[config.mk]
export PLATFORM = sky130hd
export DESIGN_NAME = tensor_axis_swap_address_generator
export DESIGN_NICKNAME = d
export VERILOG_FILES = /design/src/rtl/tasg_pkg.sv /design/src/rtl/tasg_front.sv /design/src/rtl/tasg_queue.sv /design/src/rtl/tasg_back.sv /design/src/rtl/tensor_axis_swap_address_generator.sv
export SDC_FILE = /design/constraint.sdc
export NUM_CORES = 2
export LEC_CHECK = 0
export BUFFER_PORTS_ARGS = -buffer_cell sky130_fd_sc_hd__buf_2
export CORE_ASPECT_RATIO = 0.9
export CORE_MARGIN = 4
export CORE_UTILIZATION = 50
export CTS_CLUSTER_DIAMETER = 150
export DETAILED_ROUTE_END_ITERATION = 7
export PLACE_DENSITY_LB_ADDON = 0.3
export SYNTH_ARGS = -nofsm -noshare
export SYNTH_HDL_FRONTEND = slang
export SYNTH_SLANG_ARGS = --single-unit
[constraint.sdc]
create_clock -name clk -period 17.7 [get_ports clk]
set_input_delay 0.885 -clock clk [delete_from_list [all_inputs] [get_ports clk]]
set_output_delay 0.885 -clock clk [all_outputs]
set_load 0.005 [all_outputs]
[src/rtl/tasg_pkg.sv]
`default_nettype none

package tasg_pkg;

  localparam int ADDR_BITS = 48;

  // configuration register map
  localparam int CFG_INDEX_BITS = 3;
  localparam logic [CFG_INDEX_BITS-1:0] REG_DIM1      = 3'd0;
  localparam logic [CFG_INDEX_BITS-1:0] REG_DIM2      = 3'd1;
  localparam logic [CFG_INDEX_BITS-1:0] REG_DIM3      = 3'd2;
  localparam logic [CFG_INDEX_BITS-1:0] REG_DIM4      = 3'd3;
  localparam logic [CFG_INDEX_BITS-1:0] REG_SWAP_MODE = 3'd4;

  localparam int QUEUE_DEPTH    = 4;
  localparam int QUEUE_PTR_BITS = 2;

  typedef enum logic [1:0] {
    SWAP_12   = 2'd0,
    SWAP_13   = 2'd1,
    SWAP_23   = 2'd2,
    SWAP_NONE = 2'd3
  } swap_mode_t;

  typedef struct packed {
    logic full;
    logic empty;
  } queue_status_t;

endpackage

`default_nettype wire

[src/rtl/tasg_front.sv]
`default_nettype none

module tasg_front import tasg_pkg::*; #(
  parameter int DIM_BITS = 12
) (
  input  wire logic                            clk,
  input  wire logic                            rst,
  input  wire logic [3:0][DIM_BITS:0]          dim_eff,
  input  wire swap_mode_t                      mode,
  input  wire logic                            in_valid,
  input  wire logic                            restart,
  input  wire logic                            queue_full,
  output logic                                 in_stall,
  output logic                                 push,
  output logic [3:0][DIM_BITS-1:0]             digits,
  output logic                                 last
);

  logic [DIM_BITS-1:0] pos [4];
  logic [DIM_BITS-1:0] pos_cur [4];
  logic [DIM_BITS-1:0] pos_next [4];
  logic [3:0]          at_end;
  logic [3:0]          carry;

  assign in_stall = queue_full;
  assign push     = in_valid && !in_stall;

  always_comb begin
    carry[0] = 1'b1;
    for (int a = 0; a < 4; a++) begin
      pos_cur[a]  = restart ? '0 : pos[a];
      // a position at or past the last index wraps on the next advance
      at_end[a]   = {1'b0, pos_cur[a]} >= (dim_eff[a] - 1'b1);
      if (a < 3) begin
        carry[a+1] = carry[a] && at_end[a];
      end
      if (carry[a]) begin
        pos_next[a] = at_end[a] ? '0 : pos_cur[a] + 1'b1;
      end else begin
        pos_next[a] = pos_cur[a];
      end
    end
  end

  assign last = &at_end;

  // order the positions as Horner digits for the selected swap
  always_comb begin
    digits[0] = pos_cur[3];
    unique case (mode)
      SWAP_12: begin
        digits[1] = pos_cur[2];
        digits[2] = pos_cur[0];
        digits[3] = pos_cur[1];
      end
      SWAP_13: begin
        digits[1] = pos_cur[0];
        digits[2] = pos_cur[1];
        digits[3] = pos_cur[2];
      end
      SWAP_23: begin
        digits[1] = pos_cur[1];
        digits[2] = pos_cur[2];
        digits[3] = pos_cur[0];
      end
      default: begin
        digits[1] = pos_cur[2];
        digits[2] = pos_cur[1];
        digits[3] = pos_cur[0];
      end
    endcase
  end

  always_ff @(posedge clk) begin
    if (rst) begin
      for (int a = 0; a < 4; a++) pos[a] <= '0;
    end else if (push) begin
      for (int a = 0; a < 4; a++) pos[a] <= pos_next[a];
    end
  end

endmodule

`default_nettype wire

[src/rtl/tasg_queue.sv]
`default_nettype none

module tasg_queue import tasg_pkg::*; #(
  parameter int DATA_BITS = 113
) (
  input  wire logic                 clk,
  input  wire logic                 rst,
  input  wire logic                 push,
  input  wire logic [DATA_BITS-1:0] wdata,
  input  wire logic                 pop,
  output logic [DATA_BITS-1:0]      rdata,
  output queue_status_t             qstatus
);

  logic [DATA_BITS-1:0]      mem [QUEUE_DEPTH];
  logic [QUEUE_PTR_BITS-1:0] wr_ptr;
  logic [QUEUE_PTR_BITS-1:0] rd_ptr;
  logic [QUEUE_PTR_BITS:0]   count;

  assign rdata         = mem[rd_ptr];
  assign qstatus.full  = (count == (QUEUE_PTR_BITS+1)'(QUEUE_DEPTH));
  assign qstatus.empty = (count == '0);

  always_ff @(posedge clk) begin
    if (push) begin
      mem[wr_ptr] <= wdata;
    end
  end

  always_ff @(posedge clk) begin
    if (rst) begin
      wr_ptr <= '0;
      rd_ptr <= '0;
      count  <= '0;
    end else begin
      if (push) wr_ptr <= wr_ptr + 1'b1;
      if (pop)  rd_ptr <= rd_ptr + 1'b1;
      unique case ({push, pop})
        2'b10:   count <= count + 1'b1;
        2'b01:   count <= count - 1'b1;
        default: count <= count;
      endcase
    end
  end

`ifndef SYNTH
  a_count_bound: assert property (@(posedge clk) disable iff (rst)
    count <= (QUEUE_PTR_BITS+1)'(QUEUE_DEPTH))
    else $error("queue count above depth");
  a_no_overflow: assert property (@(posedge clk) disable iff (rst)
    push |-> !qstatus.full)
    else $error("request pushed into full queue");
  a_no_underflow: assert property (@(posedge clk) disable iff (rst)
    pop |-> !qstatus.empty)
    else $error("request popped from empty queue");
  a_count_up: assert property (@(posedge clk) disable iff (rst)
    (push && !pop) |=> (count == $past(count) + 1'b1))
    else $error("queue count lost a push");
`endif

endmodule

`default_nettype wire

[src/rtl/tasg_back.sv]
`default_nettype none

module tasg_back import tasg_pkg::*; #(
  parameter int DIM_BITS     = 12,
  parameter int ELEMENT_BITS = 64
) (
  input  wire logic                        clk,
  input  wire logic                        rst,
  input  wire logic [3:0][DIM_BITS:0]      dim_eff,
  input  wire swap_mode_t                  mode,
  input  wire logic                        queue_empty,
  input  wire logic [3:0][DIM_BITS-1:0]    digits,
  input  wire logic [ELEMENT_BITS-1:0]     head_element,
  input  wire logic                        head_last,
  output logic                             pop,
  input  wire logic                        out_stall,
  output logic                             out_valid,
  output logic [ADDR_BITS-1:0]             dest_address,
  output logic [ELEMENT_BITS-1:0]          moved_element,
  output logic                             tensor_last
);

  // partial address widths after each Horner step
  localparam int W1  = 2 * DIM_BITS;
  localparam int W2  = (3 * DIM_BITS > ADDR_BITS) ? ADDR_BITS : 3 * DIM_BITS;
  localparam int MW1 = 2 * DIM_BITS + 1;
  localparam int MW2 = DIM_BITS + 1 + W1;
  localparam int MW3 = DIM_BITS + 1 + W2;

  logic [DIM_BITS:0] b1, b2, b3;

  always_comb begin
    unique case (mode)
      SWAP_12: begin b1 = dim_eff[2]; b2 = dim_eff[0]; b3 = dim_eff[1]; end
      SWAP_13: begin b1 = dim_eff[0]; b2 = dim_eff[1]; b3 = dim_eff[2]; end
      SWAP_23: begin b1 = dim_eff[1]; b2 = dim_eff[2]; b3 = dim_eff[0]; end
      default: begin b1 = dim_eff[2]; b2 = dim_eff[1]; b3 = dim_eff[0]; end
    endcase
  end

  logic                    v1, v2, v3;
  logic                    en1, en2, en3;
  logic [W1-1:0]           t1;
  logic [W2-1:0]           t2;
  logic [DIM_BITS-1:0]     s1_q2, s1_q3, s2_q3;
  logic [ELEMENT_BITS-1:0] s1_elem, s2_elem;
  logic                    s1_last, s2_last;
  logic [MW1-1:0]          mul1;
  logic [MW2-1:0]          mul2;
  logic [MW3-1:0]          mul3;

  assign en3 = !v3 || !out_stall;
  assign en2 = !v2 || en3;
  assign en1 = !v1 || en2;
  assign pop = !queue_empty && en1;

  assign mul1 = MW1'(b1) * MW1'(digits[0]);
  assign mul2 = MW2'(b2) * MW2'(t1);
  assign mul3 = MW3'(b3) * MW3'(t2);

  always_ff @(posedge clk) begin
    if (rst) begin
      v1 <= 1'b0;
      v2 <= 1'b0;
      v3 <= 1'b0;
    end else begin
      if (en1) v1 <= pop;
      if (en2) v2 <= v1;
      if (en3) v3 <= v2;
    end
  end

  always_ff @(posedge clk) begin
    if (en1) begin
      t1      <= W1'(mul1 + MW1'(digits[1]));
      s1_q2   <= digits[2];
      s1_q3   <= digits[3];
      s1_elem <= head_element;
      s1_last <= head_last;
    end
    if (en2) begin
      t2      <= W2'(mul2 + MW2'(s1_q2));
      s2_q3   <= s1_q3;
      s2_elem <= s1_elem;
      s2_last <= s1_last;
    end
    if (en3) begin
      dest_address  <= ADDR_BITS'(mul3 + MW3'(s2_q3));
      moved_element <= s2_elem;
      tensor_last   <= s2_last;
    end
  end

  assign out_valid = v3;

endmodule

`default_nettype wire

[src/rtl/tensor_axis_swap_address_generator.sv]
// Channel   Handshake             Payload
// in        in_valid / in_stall   element, restart
// out       out_valid / out_stall dest_address, moved_element, tensor_last
// cfg       cfg_write             cfg_index, cfg_data (no read-back)
//
// One request per cycle sustained while in_stall and out_stall stay low; a
// result passes the three registered Horner multiply stages after its request is taken.
// A four-entry queue sits between the position counter and the multipliers.
// rst clears the position counter, the queue, the stage valids and the
// registers (sizes to 1, swap of axes 1 and 2).
// in_stall rises only when the queue is full; out_stall holds the last
// stage and backs up through the stages into the queue.
`default_nettype none

module tensor_axis_swap_address_generator import tasg_pkg::*; #(
  parameter int DIM_BITS     = 12,
  parameter int ELEMENT_BITS = 64
) (
  input  wire logic                      clk,
  input  wire logic                      rst,
  input  wire logic                      cfg_write,
  input  wire logic [CFG_INDEX_BITS-1:0] cfg_index,
  input  wire logic [DIM_BITS:0]         cfg_data,
  input  wire logic                      in_valid,
  output logic                           in_stall,
  input  wire logic [ELEMENT_BITS-1:0]   element,
  input  wire logic                      restart,
  output logic                           out_valid,
  input  wire logic                      out_stall,
  output logic [ADDR_BITS-1:0]           dest_address,
  output logic [ELEMENT_BITS-1:0]        moved_element,
  output logic                           tensor_last
);

  localparam int DATA_BITS = 4 * DIM_BITS + 1 + ELEMENT_BITS;
  localparam logic [DIM_BITS:0] DIM_MAX = {1'b1, {DIM_BITS{1'b0}}};

  logic [3:0][DIM_BITS:0] dim_reg;
  logic [3:0][DIM_BITS:0] dim_eff;
  swap_mode_t             mode;

  always_ff @(posedge clk) begin
    if (rst) begin
      for (int a = 0; a < 4; a++) dim_reg[a] <= (DIM_BITS+1)'(1);
      mode <= SWAP_12;
    end else if (cfg_write) begin
      unique case (cfg_index)
        REG_DIM1:      dim_reg[0] <= cfg_data;
        REG_DIM2:      dim_reg[1] <= cfg_data;
        REG_DIM3:      dim_reg[2] <= cfg_data;
        REG_DIM4:      dim_reg[3] <= cfg_data;
        REG_SWAP_MODE: mode <= swap_mode_t'(cfg_data[1:0]);
        default:       ;
      endcase
    end
  end

  // zero counts as one, oversize clamps to the largest axis
  always_comb begin
    for (int a = 0; a < 4; a++) begin
      if (dim_reg[a] == '0) begin
        dim_eff[a] = (DIM_BITS+1)'(1);
      end else if (dim_reg[a] > DIM_MAX) begin
        dim_eff[a] = DIM_MAX;
      end else begin
        dim_eff[a] = dim_reg[a];
      end
    end
  end

  queue_status_t           qstatus;
  logic                    push;
  logic                    pop;
  logic [3:0][DIM_BITS-1:0] front_digits;
  logic                    front_last;
  logic [DATA_BITS-1:0]    head;
  logic [3:0][DIM_BITS-1:0] head_digits;
  logic                    head_last;
  logic [ELEMENT_BITS-1:0] head_element;

  tasg_front #(
    .DIM_BITS (DIM_BITS)
  ) u_front (
    .clk        (clk),
    .rst        (rst),
    .dim_eff    (dim_eff),
    .mode       (mode),
    .in_valid   (in_valid),
    .restart    (restart),
    .queue_full (qstatus.full),
    .in_stall   (in_stall),
    .push       (push),
    .digits     (front_digits),
    .last       (front_last)
  );

  tasg_queue #(
    .DATA_BITS (DATA_BITS)
  ) u_queue (
    .clk     (clk),
    .rst     (rst),
    .push    (push),
    .wdata   ({front_digits, front_last, element}),
    .pop     (pop),
    .rdata   (head),
    .qstatus (qstatus)
  );

  assign {head_digits, head_last, head_element} = head;

  tasg_back #(
    .DIM_BITS     (DIM_BITS),
    .ELEMENT_BITS (ELEMENT_BITS)
  ) u_back (
    .clk           (clk),
    .rst           (rst),
    .dim_eff       (dim_eff),
    .mode          (mode),
    .queue_empty   (qstatus.empty),
    .digits        (head_digits),
    .head_element  (head_element),
    .head_last     (head_last),
    .pop           (pop),
    .out_stall     (out_stall),
    .out_valid     (out_valid),
    .dest_address  (dest_address),
    .moved_element (moved_element),
    .tensor_last   (tensor_last)
  );

endmodule

`default_nettype wire
==> reports/qor_table.md <==
| Quantity | Reported |
|---|---|
| Peak VDD IR | 0.136 mV |
| Xor and xnor area share after synthesis | 2.20% |
| Setup clock skew after layout | 0.0651 ns |
| Net count of the mapped netlist | 6724 |
| Switching share of power | 35.8% |
| Highest-delay cell along the critical path | sky130_fd_sc_hd__fa_1 |
| Area taken by flip-flops and latches | 26500 um2 |
| Final weighted congestion in routability-driven placement | 0.913 |
| Count of vias placed by the detailed router | 40800 |
| Hold-fix buffer count after cts | 0 |
| Number of antenna-violating nets in the routed design | 0 |
| Global-route wire length before repair | 241 mm |
| X dimension of the die | 390 um |
| Top register by number of flip-flops | u_queue.mem |
| Clock Power Share | 22.3% |
| Number of distinct library cell variants in the gate-level netlist after synthesis | 91 |
| 1st-pass router iterations | 6 |
| Cell area after placement | 68100 um2 |
| End point of the critical path | u_back.t2[35] |
| Total power | 0.00871 W |
| # DRC | 0 |
| P per Cell Area | 122 nW/um2 |
| Capture instance of the worst register-to-register path | u_back.t2[35] |
| Clock sink total | 905 |
| TritonCTS clock tree | built |
| R2R depth | 29 |
| Seq pwr share | 40.3% |
| Number of flip-flops in the largest register | 452 |
| Combinational family with the most area after synthesis | adder cells |
| Final setup viols | 0 |
| Post-route minimum period | 8.69 ns |
| DIE HEIGHT | 351 um |
| HP Class | input pin to register |
| Core outline area | 130000 um2 |
| Leakage power | 30.4 nW |
| Ports | 201 |
| Startpoint Class | register |
| Initial DRC Count | 3281 |
| Setup repair after global routing missed its margin | no |
| Area grow syn2layout | 8.57% |
| Async S/R FF share, synth | 0% |
| Sequential cell area fraction in the yosys report | 40.5% |
| Clock tree buffer depth | 3 |
| N_diodes | 0 |
| Critical Path AT | 9.10 ns |
| Mux cell area share after synthesis | 3.96% |
| Register bit count reported by yosys | 905 |
| Top flip-flop cell by instance count after synthesis | sky130_fd_sc_hd__edfxtp_1 |
| Final count of pins violating max slew | 0 |
| Crit-path most repeated cell | sky130_fd_sc_hd__inv_1 |
| DP HPWL | 108 mm |
| Final core utilization | 54.9% |
| GRT Util Overall | 22.3% |
| Share of power burned in combinational logic | 37.4% |
| Status | complete, no violations |
| Final setup TNS | 0 ns |
| Drt total wl | 151 mm |
| Max Clock Freq | 0.115 GHz |
| Count of flip-flops with a built-in enable after synthesis | 839 |
| Initial Utilization | 50.6% |
| Internal power of the cells | 0.00559 W |
| Mean instance size in the synthesized netlist | 11.9 um2 |
| Fraction of layout instances using a drive strength above 1 | 9.66% |
| Worst endpoint required time | 18.11 ns |
| Sw Pwr | 0.00312 W |
| Nets | 6810 |
| Fin crit share | 49.1% |
| Total congestion overflow after global routing | 0 |
| # H-tree levels | 3 |
| Area share of and/or/nand/nor cells after synthesis | 12.2% |
| Post-DR vias/cell | 5.53 |
| Synthesized instance count | 5512 |
| Number of fillers in the final layout | 10800 |
| Slowest Stage Delay on Critical Path | 0.52 ns |
| Multi-input gate area in the final layout | 35400 um2 |
| Number of I/O port buffers | 200 |
| Floorplan die area | 137000 um2 |
| Setup Crit Path Kind | register to register |
| Clock latency at the later pin of the worst-skew pair | 0.71 ns |
| Post-detailed-route wirelength per cell | 20.4 um |
| Worst slew margin relative to its limit | 10.4% |
| Post-cts repair resize count | 0 |
| Maximum number of pins on one net before global-route repair | 69 |
| Area fraction in compound gates after synthesis | 5.49% |
| Cell at the root of the clock tree | sky130_fd_sc_hd__clkbuf_16 |
| Max Cap Violations | 0 |
| Slew of the pin with the lowest slew margin | 1.34 ns |
| Hold Fails Final Rpt | 0 |
| Vias in the first global route | 42500 |
| Number of core rows | 125 |
| Setup crit start | mode[1] |
| Inserted Clock Buffers | 93 |
| Number of antenna violations at the first check in global routing | 5 |
| Reg-to-reg setup timing slack | 9.01 ns |
| Clock-pin slew on the worst setup and hold paths | 0.06 ns |
| Count of warnings emitted by yosys | 0 |
| Hold Worst Slack | 0.378 ns |
| Critical Path Fanout Max | 64 |
| Synthesized-area fraction occupied by adder cells | 30.1% |
| Worst Setup End Kind | register |
| Syn Std Cell Area | 65500 um2 |
| Final design instance area without fill | 71200 um2 |
| Setup fix buffers added after clock tree synthesis | 0 |
| Worst reg2reg startpoint | mode[1] |
-- power groups by stage --
stage	Combinational (W)	Clock (W)	Sequential [W]
CTS	0.00330	0.00199	0.00351
detailed placement	0.00326	0	0.00354
floorplan	0.00253	0	0.00325
global route	0.00369	0.00209	0.00356
finish	0.00326	0.00195	0.00351
global placement	0.00321	0	0.00352
-- area by class of cell --
type	instances	share of cell area (%)
multi-input cells	3638	49.8
flip-flops and latches	905	37.3
inverters	712	3.76
clock buffers	115	3.43
well taps	1714	3.01
repair buffers	248	1.91
clock inverters	52	0.865
-- cell usage after synthesis (all sizes together) (4+ instances only) --
| cell type | count | share of area, % |
|---|---|---|
| a32oi | 6 | 0.080 |
| o21bai | 12 | 0.14 |
| fa | 751 | 23 |
| clkbuf | 226 | 1.3 |
| o31a | 5 | 0.069 |
| edfxtp | 839 | 38 |
| ha | 375 | 7.2 |
| nand4 | 25 | 0.24 |
| xor2 | 55 | 0.73 |
| nand3 | 49 | 0.38 |
| a21oi | 166 | 1.3 |
| or4 | 7 | 0.080 |
| or3 | 14 | 0.13 |
| a211oi | 14 | 0.17 |
| xnor2 | 110 | 1.5 |
| o22ai | 13 | 0.12 |
| dfxtp | 66 | 2.0 |
| nor2b | 104 | 0.99 |
| inv | 712 | 4.1 |
| nor3 | 49 | 0.40 |
| mux2 | 4 | 0.069 |
| mux4 | 110 | 3.8 |
| nand3b | 5 | 0.057 |
| nand2b | 43 | 0.41 |
| nor4 | 12 | 0.12 |
| o21a | 24 | 0.29 |
| nor2 | 168 | 0.97 |
| a31o | 4 | 0.053 |
| nand2 | 791 | 4.5 |
| a41oi | 4 | 0.053 |
| and2 | 353 | 3.4 |
| mux2i | 7 | 0.11 |
| a21boi | 4 | 0.052 |
| a21o | 54 | 0.62 |
| or2 | 8 | 0.076 |
| buf | 31 | 0.22 |
| and3 | 29 | 0.28 |
| o211ai | 5 | 0.057 |
| o21ai | 132 | 1.0 |
| a31oi | 10 | 0.10 |
| a22oi | 69 | 0.79 |
-- worst min-delay path by stage --
stage                                  start                        to  slack (ns)  cells after the start
after CTS                        element[37]        u_queue.mem[0][37]        0.32                      1
after detailed placement  u_back.s2_elem[14]  u_back.moved_element[14]        0.40                      0
after floorplan            u_back.s2_elem[0]   u_back.moved_element[0]        0.40                      0
final                            element[33]        u_queue.mem[0][33]        0.38                      1
after global routing             element[60]        u_queue.mem[2][60]        0.33                      1
after global placement    u_back.s1_elem[48]        u_back.s2_elem[48]        0.40                      0
-- critical path, delay by kind of cell (launching register included) --
kind                       cells  cell delay (ns)
adders and majority gates      8             3.45
DFF                            1             0.34
xor gates and xnor gates       1             0.08
and+or+nand+nor                3             1.18
buffers and inverters          8             0.88
AOI/OAI and AO/OA              9             2.39
-- cell usage in the layout (no fill, tap or decap), types with 55 or more instances in the layout --
cell                          n
sky130_fd_sc_hd__edfxtp_1   839
sky130_fd_sc_hd__nand2_1    788
sky130_fd_sc_hd__fa_1       751
sky130_fd_sc_hd__inv_1      711
sky130_fd_sc_hd__ha_1       371
sky130_fd_sc_hd__and2_1     349
sky130_fd_sc_hd__buf_2      200
sky130_fd_sc_hd__nor2_1     166
sky130_fd_sc_hd__a21oi_1    163
sky130_fd_sc_hd__o21ai_0    116
sky130_fd_sc_hd__xnor2_1    110
sky130_fd_sc_hd__mux4_2     110
sky130_fd_sc_hd__nor2b_1    104
sky130_fd_sc_hd__clkbuf_16   94
sky130_fd_sc_hd__a22oi_1     69
sky130_fd_sc_hd__dfxtp_1     64
sky130_fd_sc_hd__xor2_1      55
-- per-stage QoR --
stage / setup slack (ns) / instances
3_5_place_dp: 9.15 / 7217
4_1_cts: 9.09 / 7384
6_report: 9.01 / 7384
5_1_grt: 8.52 / 7384
3_3_place_gp: 9.17 / 7217
2_1_floorplan: 10.50 / 5512
-- layer usage --
layer	part of all wire [%]	GRT usage [%]
met1	44	31.6
met2	47	36.6
met3	6.8	4.10
met4	1.7	4.53
met5	0.023	0
-- logic make-up after synthesis --
group           after synthesis
mux                         121
fa+ha+maj                  1126
xor+xnor                    165
flops                       905
buf+inv                     969
simple gates               1667
compound gates              559
(Power assumes the default switching activity.)
